==> config.mk <==
export PLATFORM = sky130hd
export DESIGN_NAME = button_pot_gesture_qualifier
export DESIGN_NICKNAME = d
export VERILOG_FILES = /design/src/design/bpg_pkg.sv /design/src/design/button_pot_gesture_qualifier.sv
export SDC_FILE = /design/constraint.sdc
export NUM_CORES = 1
export LEC_CHECK = 0
export ABC_AREA = 0
export BUFFER_PORTS_ARGS = -buffer_cell sky130_fd_sc_hd__clkbuf_2
export CORE_ASPECT_RATIO = 1.25
export CORE_UTILIZATION = 55
export DETAILED_ROUTE_END_ITERATION = 7
export GPL_TIMING_DRIVEN = 0
export PLACE_DENSITY = 0.77
export RECOVER_POWER = 100
export SKIP_LAST_GASP = 1
export SYNTH_ARGS = -nofsm -noshare
export SYNTH_HDL_FRONTEND = slang
export SYNTH_SLANG_ARGS = --single-unit
==> constraint.sdc <==
create_clock -name clk -period 8.2 [get_ports clk]
set_input_delay 0.41 -clock clk [delete_from_list [all_inputs] [get_ports clk]]
set_output_delay 0.41 -clock clk [all_outputs]
set_load 0.05 [all_outputs]
==> src/design/bpg_pkg.sv <==
// ----------------------------------------------------------------------------
// bpg_pkg: shared types and constants for the button/pot gesture qualifier
// Item formats, operation codes, register indexes and register reset values.
// ----------------------------------------------------------------------------
package bpg_pkg;

    // Widths of the item fields and registers
    localparam int POT_RAW_W   = 10;
    localparam int POT_W       = 8;
    localparam int TIME_W      = 32;
    localparam int LIMIT_W     = 16;
    localparam int CFG_INDEX_W = 2;
    localparam int CFG_DATA_W  = 16;

    // Register reset values
    localparam logic [POT_W-1:0]   MOVE_THRESHOLD_RST = 8'd16;
    localparam logic [LIMIT_W-1:0] CLICK_LIMIT_RST    = 16'd1000;
    localparam logic [LIMIT_W-1:0] LONG_PRESS_RST     = 16'd2000;

    // Item operation codes
    typedef enum logic
    {
        OP_SAMPLE = 1'b0,
        OP_REARM  = 1'b1
    } bpg_op_t;

    // Configuration register indexes
    localparam logic [CFG_INDEX_W-1:0] REG_MOVE_THRESHOLD = 2'd0;
    localparam logic [CFG_INDEX_W-1:0] REG_CLICK_LIMIT    = 2'd1;
    localparam logic [CFG_INDEX_W-1:0] REG_LONG_PRESS     = 2'd2;

    // Input item
    typedef struct packed
    {
        bpg_op_t               operation;
        logic                  button_pressed;
        logic [POT_RAW_W-1:0]  pot_sample;
        logic [TIME_W-1:0]     now_ms;
    } bpg_in_t;

    // Result item
    typedef struct packed
    {
        logic              click;
        logic              long_press;
        logic              pot_new;
        logic              pot_new_held;
        logic [POT_W-1:0]  pot_value;
    } bpg_out_t;

endpackage

==> src/design/button_pot_gesture_qualifier.sv <==
// ----------------------------------------------------------------------------
// button_pot_gesture_qualifier
// Turns polled button and pot samples into click, long press and pot-change
// flags, one result item per input item.
// ----------------------------------------------------------------------------
// Each accepted item produces exactly one result item, loaded into the result
// register as it is accepted. The block takes one item every cycle while its
// results are taken: in_ready is high whenever the result register is empty
// or its item is taken in the same cycle, so a steady stream runs at one item
// per clock. All gesture state is updated in the cycle the item is accepted,
// through one 8-bit distance compare and one 32-bit elapsed-time subtract with
// two compares against the 16-bit limits. Configuration writes take effect at
// the next edge and are meant to be made while no item is in flight.
// ----------------------------------------------------------------------------
module button_pot_gesture_qualifier
    import bpg_pkg::*;
(
    input  logic                   clk,
    input  logic                   rst_n,

    input  logic                   cfg_write,
    input  logic [CFG_INDEX_W-1:0] cfg_index,
    input  logic [CFG_DATA_W-1:0]  cfg_data,

    input  logic                   in_valid,
    output logic                   in_ready,
    input  bpg_in_t                in_item,

    output logic                   out_valid,
    input  logic                   out_ready,
    output bpg_out_t               out_item
);

    // Configuration registers
    logic [POT_W-1:0]   move_threshold_reg;
    logic [LIMIT_W-1:0] click_limit_reg;
    logic [LIMIT_W-1:0] long_press_reg;

    // Gesture state
    logic               btn_now_reg,       btn_now_next;
    logic               pot_moving_reg,    pot_moving_next;
    logic [POT_W-1:0]   pot_accepted_reg,  pot_accepted_next;
    logic [POT_W-1:0]   pot_reference_reg, pot_reference_next;
    logic [POT_W-1:0]   pot_latest_reg,    pot_latest_next;
    logic [TIME_W-1:0]  press_start_reg,   press_start_next;
    logic               turned_held_reg,   turned_held_next;
    logic               long_reported_reg, long_reported_next;

    // Result register
    logic               out_valid_reg;
    bpg_out_t           out_item_reg;
    bpg_out_t           result;

    // Step intermediates
    logic               accept;
    logic               btn;
    logic [POT_W-1:0]   pot_new_val;
    logic [POT_W-1:0]   pot_dist;
    logic               moving_pre;
    logic               rise;
    logic               btn_edge;
    logic               turned_pre;
    logic               reported_pre;
    logic [TIME_W-1:0]  start_pre;
    logic [TIME_W-1:0]  elapsed;
    logic               lp_fire;

    assign accept   = in_valid && in_ready;
    assign in_ready = !out_valid_reg || out_ready;

    // Compute one step of the gesture logic for the item at the port
    always_comb
    begin
        btn          = in_item.button_pressed;
        pot_new_val  = in_item.pot_sample[POT_RAW_W-1 -: POT_W];
        pot_dist     = (pot_new_val >= pot_reference_reg) ?
                       (pot_new_val - pot_reference_reg) :
                       (pot_reference_reg - pot_new_val);
        moving_pre   = pot_moving_reg || (pot_dist > move_threshold_reg);
        rise         = !btn_now_reg && btn;
        btn_edge     = btn_now_reg != btn;
        turned_pre   = rise ? 1'b0 : turned_held_reg;
        reported_pre = rise ? 1'b0 : long_reported_reg;
        start_pre    = rise ? in_item.now_ms : press_start_reg;
        elapsed      = in_item.now_ms - start_pre;
        lp_fire      = !reported_pre && btn && !turned_pre &&
                       (elapsed > {{(TIME_W-LIMIT_W){1'b0}}, long_press_reg});

        // Default: hold state, flags low
        btn_now_next       = btn_now_reg;
        pot_moving_next    = pot_moving_reg;
        pot_accepted_next  = pot_accepted_reg;
        pot_reference_next = pot_reference_reg;
        pot_latest_next    = pot_latest_reg;
        press_start_next   = press_start_reg;
        turned_held_next   = turned_held_reg;
        long_reported_next = long_reported_reg;
        result             = '0;

        unique case (in_item.operation)
            OP_REARM:
            begin
                pot_moving_next    = 1'b0;
                pot_reference_next = pot_latest_reg;
            end
            OP_SAMPLE:
            begin
                btn_now_next       = btn;
                pot_latest_next    = pot_new_val;
                pot_accepted_next  = moving_pre ? pot_new_val : pot_accepted_reg;
                pot_moving_next    = btn_edge ? 1'b0 : moving_pre;
                pot_reference_next = btn_edge ? pot_new_val : pot_reference_reg;
                press_start_next   = start_pre;
                long_reported_next = reported_pre || lp_fire;

                result.click        = btn_now_reg && !btn && !turned_pre &&
                                      (elapsed < {{(TIME_W-LIMIT_W){1'b0}},
                                                  click_limit_reg});
                result.long_press   = lp_fire;
                result.pot_new      = !btn && pot_moving_next;
                result.pot_new_held = btn && pot_moving_next;
                turned_held_next    = turned_pre || result.pot_new_held;
            end
            default:
            begin
                result = '0;
            end
        endcase

        result.pot_value = pot_accepted_next;
    end

    // Write configuration registers
    always_ff @(posedge clk or negedge rst_n)
    begin
        if (!rst_n)
        begin
            move_threshold_reg <= MOVE_THRESHOLD_RST;
            click_limit_reg    <= CLICK_LIMIT_RST;
            long_press_reg     <= LONG_PRESS_RST;
        end
        else if (cfg_write)
        begin
            unique case (cfg_index)
                REG_MOVE_THRESHOLD: move_threshold_reg <= cfg_data[POT_W-1:0];
                REG_CLICK_LIMIT:    click_limit_reg    <= cfg_data[LIMIT_W-1:0];
                REG_LONG_PRESS:     long_press_reg     <= cfg_data[LIMIT_W-1:0];
                default:            ;
            endcase
        end
    end

    // Advance gesture state on each accepted item
    always_ff @(posedge clk or negedge rst_n)
    begin
        if (!rst_n)
        begin
            btn_now_reg       <= 1'b0;
            pot_moving_reg    <= 1'b0;
            pot_accepted_reg  <= '0;
            pot_reference_reg <= '0;
            pot_latest_reg    <= '0;
            press_start_reg   <= '0;
            turned_held_reg   <= 1'b0;
            long_reported_reg <= 1'b0;
        end
        else if (accept)
        begin
            btn_now_reg       <= btn_now_next;
            pot_moving_reg    <= pot_moving_next;
            pot_accepted_reg  <= pot_accepted_next;
            pot_reference_reg <= pot_reference_next;
            pot_latest_reg    <= pot_latest_next;
            press_start_reg   <= press_start_next;
            turned_held_reg   <= turned_held_next;
            long_reported_reg <= long_reported_next;
        end
    end

    // Load the result register; drop valid once the item is taken
    always_ff @(posedge clk or negedge rst_n)
    begin
        if (!rst_n)
        begin
            out_valid_reg <= 1'b0;
        end
        else if (accept)
        begin
            out_valid_reg <= 1'b1;
        end
        else if (out_ready)
        begin
            out_valid_reg <= 1'b0;
        end
    end

    always_ff @(posedge clk)
    begin
        if (accept)
        begin
            out_item_reg <= result;
        end
    end

    assign out_valid = out_valid_reg;
    assign out_item  = out_item_reg;

    // A result never reports a click and a long press together
    a_click_vs_long: assert property (@(posedge clk) disable iff (!rst_n)
        out_valid |-> !(out_item.click && out_item.long_press))
        else $error("click and long press in one result item");

    // Pot change is reported for one button level only
    a_pot_flags: assert property (@(posedge clk) disable iff (!rst_n)
        out_valid |-> !(out_item.pot_new && out_item.pot_new_held))
        else $error("both pot change flags set");

    // A rearm item gives a result with all flags clear and the pot idle
    a_rearm: assert property (@(posedge clk) disable iff (!rst_n)
        (accept && in_item.operation == OP_REARM) |=>
        (out_valid && !out_item.click && !out_item.long_press &&
         !out_item.pot_new && !out_item.pot_new_held && !pot_moving_reg))
        else $error("rearm item gave flags or left pot moving");

    // A long press pulse marks the press as reported
    a_long_once: assert property (@(posedge clk) disable iff (!rst_n)
        (accept && result.long_press) |=> long_reported_reg)
        else $error("long press reported without marking the press");

endmodule

==> results of run 1 <==
-- cell families (layout without fill, tap and decap cells) --
| kind of cell | count (synthesis) | after routing | synth area share |
|---|---|---|---|
| XOR/XNOR | 29 | 29 | 0.03217 |
| flip-flops | 113 | 113 | 0.3289 |
| AO/OA/AOI/OAI | 256 | 256 | 0.2011 |
| buffers and inverters | 111 | 220 | 0.04874 |
| adder cells (fa/ha/maj) | 82 | 82 | 0.1173 |
| AND/OR/NAND/NOR | 248 | 248 | 0.1437 |
| multiplexers | 104 | 104 | 0.1281 |
-- path summary, 6_finish.rpt --
path                                               endpoint  slack (ns)  cells past startpoint
setup / recovery                 out_item[10]$_SDFFCE_PP0P_        1.03                     20
hold / removal                        out_valid$_DFFE_PN0P_        0.20                      2
setup reg to reg                 out_item[10]$_SDFFCE_PP0P_        1.03                     20
hold reg to reg               long_reported_reg$_DFFE_PN0P_        0.50                      2
max in group asynchronous  pot_reference_reg[4]$_DFFE_PN0P_        3.16                      1
min in group asynchronous   press_start_reg[11]$_DFFE_PN0P_        1.96                      1
-- area by class of cell --
type / count / share of cell area
Clock inverter: 15 / 0.01511
Clock buffer: 17 / 0.04245
Multi-Input combinational cell: 719 / 0.5471
Buffer: 34 / 0.01398
Inverter: 77 / 0.02884
Timing Repair Buffer: 77 / 0.03633
Sequential cell: 113 / 0.2898
Tap cell: 212 / 0.02647
-- worst max-delay path, cell delays in order, from the launching register on --
cell	delay (ns)
sky130_fd_sc_hd__dfrtp_1	0.38
sky130_fd_sc_hd__inv_1	0.07
sky130_fd_sc_hd__ha_1	0.32
sky130_fd_sc_hd__clkbuf_1	0.48
sky130_fd_sc_hd__clkbuf_1	0.48
sky130_fd_sc_hd__clkbuf_1	0.52
sky130_fd_sc_hd__clkbuf_1	0.69
sky130_fd_sc_hd__mux2i_1	0.22
sky130_fd_sc_hd__ha_1	0.32
sky130_fd_sc_hd__clkbuf_1	0.33
sky130_fd_sc_hd__nand4bb_1	0.15
sky130_fd_sc_hd__a211oi_1	0.51
sky130_fd_sc_hd__nor2_1	0.10
sky130_fd_sc_hd__a31oi_1	0.38
sky130_fd_sc_hd__xor2_1	0.22
sky130_fd_sc_hd__ha_1	0.34
sky130_fd_sc_hd__nand4_1	0.13
sky130_fd_sc_hd__or4_1	0.54
sky130_fd_sc_hd__a21oi_1	0.20
sky130_fd_sc_hd__nor4b_1	0.38
sky130_fd_sc_hd__nor4_1	0.12
-- per-layer routing --
metal,track usage,vias to the layer above
met1,0.3219,3625
met5,0,-
met4,0.1490,0
li1,-,3628
met2,0.5115,268
met3,0.05525,68
-- power by group --
group | internal [uW] | leakage [uW] | switching [uW] | total (uW)
combinational | 627 | 0.00298 | 876 | 1500
sequential | 727 | 0.00128 | 90.0 | 817
clock | 426 | 0.000274 | 305 | 731
-- per-stage QoR --
step | total power [uW] | std cells | setup slack (ns) | util | hold slack [ns]
detailed placement | 2310 | 1232 | 1.273 | 0.6070 | 0.4819
global route | 3274 | 1264 | 0.6265 | 0.6411 | 0.1962
floorplan | 1952 | 943 | 3.030 | - | 0.1144
global placement | 2261 | 1232 | 1.249 | 0.6064 | 0.4686
finish | 3051 | 1264 | 1.025 | 0.6411 | 0.1987
CTS | 3059 | 1264 | 1.367 | 0.6439 | 0.1136
-- cell usage in the layout, fill, tap and decap left out, types with 4 or more instances in the layout --
master	n
sky130_fd_sc_hd__nor2b_1	14
sky130_fd_sc_hd__mux2_2	69
sky130_fd_sc_hd__edfxtp_1	12
sky130_fd_sc_hd__nand2b_1	17
sky130_fd_sc_hd__clkbuf_2	60
sky130_fd_sc_hd__nand2_1	65
sky130_fd_sc_hd__ha_1	77
sky130_fd_sc_hd__dfrtp_1	88
sky130_fd_sc_hd__xor2_1	8
sky130_fd_sc_hd__nor4_1	5
sky130_fd_sc_hd__nor3_1	10
sky130_fd_sc_hd__clkbuf_1	41
sky130_fd_sc_hd__o21a_1	6
sky130_fd_sc_hd__a21o_1	24
sky130_fd_sc_hd__nor2_1	68
sky130_fd_sc_hd__xnor2_2	4
sky130_fd_sc_hd__a211oi_1	12
sky130_fd_sc_hd__nand3_1	10
sky130_fd_sc_hd__or4_1	4
sky130_fd_sc_hd__o31ai_1	6
sky130_fd_sc_hd__inv_1	76
sky130_fd_sc_hd__o21ai_0	49
sky130_fd_sc_hd__nand4_1	17
sky130_fd_sc_hd__xnor2_1	17
sky130_fd_sc_hd__dfstp_2	13
sky130_fd_sc_hd__o21bai_1	9
sky130_fd_sc_hd__o21ai_1	4
sky130_fd_sc_hd__o211ai_1	11
sky130_fd_sc_hd__clkbuf_16	17
sky130_fd_sc_hd__mux2i_1	32
sky130_fd_sc_hd__a21oi_1	77
sky130_fd_sc_hd__a31oi_1	7
sky130_fd_sc_hd__buf_2	10
sky130_fd_sc_hd__and3_1	5
sky130_fd_sc_hd__inv_6	4
==> results list, run 1 <==
- Gate count of the mapped netlist: 943
- In the routed design, unresolved DRC markers number 0.
* Post-Syn Nets: between 1000 and 1500
- In this run the standard cell core region covers 15630 um2.
* Post-synth EDFFs: 12
* Minimum clock period after layout: between 7 and 8 ns
- Cell types with the highest counts after synthesis: sky130_fd_sc_hd__dfrtp_1 (88), sky130_fd_sc_hd__a21oi_1 (77), sky130_fd_sc_hd__ha_1 (77)
- In this run the horizontal extent of the chip is 115.3 um.
- IR analysis of the VDD net gives a maximum drop of around 0.23 mV.
- Drt via density: around 6.0
- Number of warnings printed during yosys synthesis: 0
* Antenna diodes: 0
- Data arrival time of the critical path: 7.31 ns
* Number of resized instances in the post-cts repair step: 0
- For this run, the leading register cell type out of synthesis is sky130_fd_sc_hd__dfrtp_1.
- For this design the static power due to leakage is around 0.0045 uW.
- Mean instance size in the synthesized netlist: 9.363 um2
* Met3 Wirelength: 1195 um
- The biggest area contributor in the post-synthesis netlist is sky130_fd_sc_hd__dfrtp_1.
- Worst setup startpoint: btn_now_reg$_DFFE_PN0P_
- Number of global-route vias before repair: roughly 7600
- Per-cell routed wire length: 17.75 um
* Hold-fix buffers at CTS: 0
- Initial standard-cell utilization of the core: 0.5648
* Worst hold path type: in2reg
* Clock transition time at the flip-flop clock pins of the worst setup and hold paths: 0.06 ns
* Startpoint of the lowest-slack hold path: in_valid
- Entering global routing, the biggest net connects between 100 and 150 pins.
* Synthesized flop and latch total: 113
* FMAX: around 140 MHz
* Area fraction of the dominant cell type after synthesis: 0.2494
- The final reports fail on capacitance limit, slew limit.
- For this design the top-level I/O count stands at 81.
- Setup repair after global routing left no endpoint under its margin.
- Most frequently used cell type in the post-synthesis netlist: sky130_fd_sc_hd__dfrtp_1
- Share of synthesized area occupied by flip-flops and latches: 0.3289
* Root buf cell: sky130_fd_sc_hd__clkbuf_16
* Worst slew slack as a fraction of its limit: -2.623
- The wire-length estimate of the detail-placed layout is 17080 um.
- The H-tree generated during clock tree synthesis spans 4 levels.
- By startpoint and endpoint, the worst setup path is classified as reg2reg.
* Category of the worst setup path capture point: flip-flop
* Result of the run: complete, but fails checks
- The clock drives roughly 110 sinks.
- Number of rows created at floorplan: 51
- Placer's final routability congestion estimate: 0.9416
- STA classifies the critical path startpoint as a flip-flop.
* Total Wirelength: around 22000 um
- Max_cap viols: 1
- Number of flip-flops under the largest register name: 32
* Final clock period utilization by the worst path: 0.8750
* Global-route usage over all layers: 0.2869
* Synthesized cell area: 8830 um2
- Post-CTS timing repair inserted 0 buffers for setup.
* Final Cell Area: 10020 um2
* Setup TNS after final layout: 0 ns
- The first detailed-routing pass ran for 5 iterations.
- The worst register-to-register path begins at btn_now_reg$_DFFE_PN0P_.
- Max clock buf depth: 2
* Overall die area: about 17000 um2
- Wire length of the first global-routing pass: 36360 um
- For the worst-skew pair, the clock arrives at the later sink with an insertion delay of between 0.4 and 0.5 ns.
* Fill cells: 1337
* Vertical die dimension: 143.7 um
- Number of pins exceeding their max-slew limit in the final report: 102
* Number of nets at the end of the flow: 1185
- For this run the aggregate overflow at the end of global routing stands at 0.
* Routed metal-1 wirelength: 8825 um
- Via count of the routed design: 7589
- Of all flip-flops after synthesis, the portion carrying an async set or reset was 0.8938.
- Area occupied by multi-input gates: 5483 um2
- Unique masters post-synth: 89
- In the final layout, the share of cells above drive strength 1 is 0.2063.
- Met2 WL post-DR: 11550 um
- At the pin with the least slew margin, the transition time is 5.435 ns.
- Total of endpoints with negative setup slack in the final report: 0
* Number of antenna violations at the first check in global routing: 0
* Final count of hold timing violations: 0
- The count of nets left with antenna violations once routing finished came out at 0.
* Biggest area contributors in the synthesized netlist: sky130_fd_sc_hd__dfrtp_1 (25%), sky130_fd_sc_hd__ha_1 (11%), sky130_fd_sc_hd__mux2_2 (9.2%), sky130_fd_sc_hd__a21oi_1 (4.4%), sky130_fd_sc_hd__edfxtp_1 (4.1%)
* DRC violation total after the first TritonRoute iteration: 387
- In this run, CTS created clock tree buffers numbering 17.
- Reg area: 2904 um2
- In this run the worst path has a maximum fanout of 10.
* Port Buf Inserts: 77
* Clock tree from TritonCTS: yes
- Layout area overhead: 13.50%
- The clock arrives with 0.007988 ns of skew.
- Uppermost signal routing layer after detailed routing: met4
- In this run the cell area measured after placement is 9489 um2.
- STA puts the critical path data required time at 8.34 ns.
- Areal power density over the cells: slightly above 300 nW/um2
Note: power is estimated with default switching activity, not from simulation.
==> inputs of run 2 (changes only) <==
--- a/config.mk
+++ b/config.mk
@@ -7,11 +7,13 @@
 export LEC_CHECK = 0
 export ABC_AREA = 0
 export BUFFER_PORTS_ARGS = -buffer_cell sky130_fd_sc_hd__clkbuf_2
-export CORE_ASPECT_RATIO = 1.25
-export CORE_UTILIZATION = 55
+export CELL_PAD_IN_SITES_DETAIL_PLACEMENT = 0
+export CELL_PAD_IN_SITES_GLOBAL_PLACEMENT = 2
+export CORE_ASPECT_RATIO = 1.75
+export CORE_UTILIZATION = 41
 export DETAILED_ROUTE_END_ITERATION = 7
 export GPL_TIMING_DRIVEN = 0
-export PLACE_DENSITY = 0.77
+export PLACE_DENSITY = 0.88
 export RECOVER_POWER = 100
 export SKIP_LAST_GASP = 1
 export SYNTH_ARGS = -nofsm -noshare
==> run 2 against run 1 <==
The run still ends with capacitance limit, slew limit left. Sequential share of layout area down 0.19 points. Utilization shrank 16 points. Clock skew is essentially flat. Global-route usage down 5.3 points. Clock power rose by 2%. Critical path type unchanged. Largest power group unchanged.
==> results list, run 2 (same netlist as run 1, synthesis figures left out) <==
* Result of the run: complete, but fails checks
- Violated checks: capacitance limit, slew limit
- Reg2reg setup slack: 0.95 ns
- Along the worst path, the maximum fanout reaches 10.
- The library cell used most frequently in the layout, excluding fill and tap cells, is sky130_fd_sc_hd__dfrtp_1.
- Fraction of layout cells with a size suffix above 1: 0.2015
- Minimum clock period after layout: 7.253 ns
- After clock tree synthesis, the flow added hold-fix buffers numbering 0.
- Total of endpoints with negative setup slack in the final report: 0
- Cts bufs inserted: 17
* Detailed Routing Iterations Pass 1: 4
* Per-cell routed wire length: 18.51 um
- Fill cells: approximately 2100
* Latest clock arrival within the worst-skew pair: 0.43 ns
* Static leakage: 0.004549 uW
- The final hold violation count came to 0.
- Summing internal, switching and leakage power gives 3058 uW.
* Worst hold path type: in2reg
* Pin count of the biggest net entering global routing: 102
* Setup slack at placement: 0.9691 ns
- Layout area overhead: 14.27%
- Derived from the worst setup path, the maximum achievable clock frequency is 137.9 MHz.
- For this run, design rule violations remaining after detail routing come to 0.
- Clock-pin slew was measured on the worst setup and hold paths at around 0.060 ns.
- The floorplan step defined a die boundary enclosing 22150 um2.
* Core Box Area: 21020 um2
- Max-cap violations in this run came to 1.
- Post-CTS setup repair buffer count: 0
* Drt via density: 5.591
* Number of rows created at floorplan: 70
* Post-route antenna net violation count: 0
- Root buf cell: sky130_fd_sc_hd__clkbuf_16
- Between clock sinks in the finished design, the worst skew comes to 0.007724 ns.
- Congestion Overflow GR: 0
* Number of clock sinks: 113
- Number of global-route vias before repair: 7628
- Total Wirelength: about 24000 um
* Cell repeated most along the worst path: sky130_fd_sc_hd__clkbuf_1
- The first routing iteration left around 240 violations.
* Number of resized instances in the post-cts repair step: 0
- Antenna diodes: 0
- Port Buf Inserts: 77
- The library cells used most frequently in the layout, excluding fill and tap cells, are sky130_fd_sc_hd__dfrtp_1 (88), sky130_fd_sc_hd__a21oi_1 (77), sky130_fd_sc_hd__ha_1 (77).
- STA classifies the critical path startpoint as a flip-flop.
* Data required time at the worst endpoint: 8.34 ns
* Worst slew slack as a fraction of its limit: -2.683
- The number of max-slew violations in the final report was 102.
* Setup repair after global routing missed its margin: no
- Via count of the routed design: ~7300
* Areal power density over the cells: 303.1 nW/um2
- Number of nets at the end of the flow: approximately 1200
- At the end of routability-driven placement, the weighted congestion stood at between 0.8 and 0.9.
- Slowest library cell on the worst path: sky130_fd_sc_hd__clkbuf_1
- Setup TNS after final layout: 0 ns
- The initial antenna violation count was 0.
- In this run the vertical extent of the chip is ~200 um.
- Final clock period utilization by the worst path: 0.8845
- At the pin with the least slew margin, the transition time is 5.524 ns.
* Number of flip-flops under the largest register name: 32
- Ordered list of cells on the worst path: inv_1 > ha_1 > clkbuf_1 > clkbuf_1 > clkbuf_1 > clkbuf_1 > mux2i_1 > ha_1 > clkbuf_1 > nand4bb_1 > a211oi_1 > nor2_1 > a31oi_1 > xor2_1 > ha_1 > nand4_1 > or4_1 > a21oi_1 > nor4b_2 > nor4_1
- CTS H-tree depth: 4
- Worst setup path class: reg2reg
- In this run the deepest clock path goes through 2 buffers.
- Global-route usage over all layers: 0.2343
* I/O pin count: 81
- Worst supply voltage drop on vdd: about 0.19 mV
* Initial standard-cell utilization of the core: 0.4201
- After legalization and detailed placement, the total HPWL measured 19230 um.
- Die width: 112.9 um
- In the post-route analysis, the smallest setup slack over all paths is roughly 0.95 ns.
* CP max stage delay: 0.76 ns
- The first global-routing pass estimated 39390 um of wire.
- Clock tree from TritonCTS: yes
- The worst setup path is captured at a flip-flop.
* Data arrival time of the critical path: approximately 7.4 ns
[run 2: cell types whose count changed in the layout (fill, tap and decap cells not counted), moves of 2 or more]
cell	delta
sky130_fd_sc_hd__mux2_2	-4
sky130_fd_sc_hd__inv_8	-3
sky130_fd_sc_hd__clkbuf_8	+2
sky130_fd_sc_hd__mux2_1	+4
[run 2: path summary, 6_finish.rpt]
kind                                             startpoint  cells after the start                                to
setup / recovery                    btn_now_reg$_DFFE_PN0P_                     20        out_item[10]$_SDFFCE_PP0P_
hold / removal                                     in_valid                      2             out_valid$_DFFE_PN0P_
setup reg to reg                    btn_now_reg$_DFFE_PN0P_                     20        out_item[10]$_SDFFCE_PP0P_
hold reg to reg            pot_reference_reg[7]$_DFFE_PN0P_                      2  pot_reference_reg[7]$_DFFE_PN0P_
max in group asynchronous                             rst_n                      1   press_start_reg[14]$_DFFE_PN0P_
min in group asynchronous                             rst_n                      1   press_start_reg[30]$_DFFE_PN0P_
[run 2: through the flow]
step	utilization	area [um2]	instances	hold WS, ns
4_1_cts	0.4818	10130	1304	0.1186
3_3_place_gp	0.4534	9530	1272	0.4750
2_1_floorplan	-	8830	943	0.1144
3_5_place_dp	0.4538	9539	1272	0.4834
5_1_grt	0.4800	10090	1304	0.2005
6_report	0.4800	10090	1304	0.1839
[run 2: area by class of cell]
type / instances / area [um2] / area share
clock inverter: 12 / 131.4 / 0.01302
inverter: 77 / 289.0 / 0.02865
tap: 252 / 315.3 / 0.03125
timing repair buffer: 77 / 364.1 / 0.03609
buffer: 34 / 140.1 / 0.01389
clock buffer: 20 / 456.7 / 0.04526
multi-input combinational: 719 / 5489 / 0.5440
sequential: 113 / 2904 / 0.2878
[run 2: per-layer routing]
metal | track usage | routed length, um | up-vias
li1 | - | - | 3616
met1 | 0.2300 | 8779 | 3500
met2 | 0.4543 | 13670 | 121
met3 | 0.03707 | 564 | 54
met4 | 0.1369 | 1116 | 0
met5 | 0 | 0 | -
[run 2: where the power goes]
| part | internal (uW) | leakage (uW) | switching [uW] | total [uW] |
|---|---|---|---|---|
| combinational | 620 | 0.00298 | 883 | 1500 |
| sequential | 727 | 0.00128 | 86.4 | 814 |
| clock | 463 | 0.000282 | 279 | 742 |
| total | 1810 | 0.00455 | 1250 | 3060 |
[run 2: worst max-delay path, delay by kind of cell, from the launching register on]
kind | cells | cell delay, ns
AOI/OAI and AO/OA | 3 | 1.18
xor gates and xnor gates | 1 | 0.20
adders and majority gates | 3 | 1.02
buffers and inverters | 6 | 2.59
DFF | 1 | 0.38
muxes | 1 | 0.21
and+or+nand+nor | 6 | 1.36
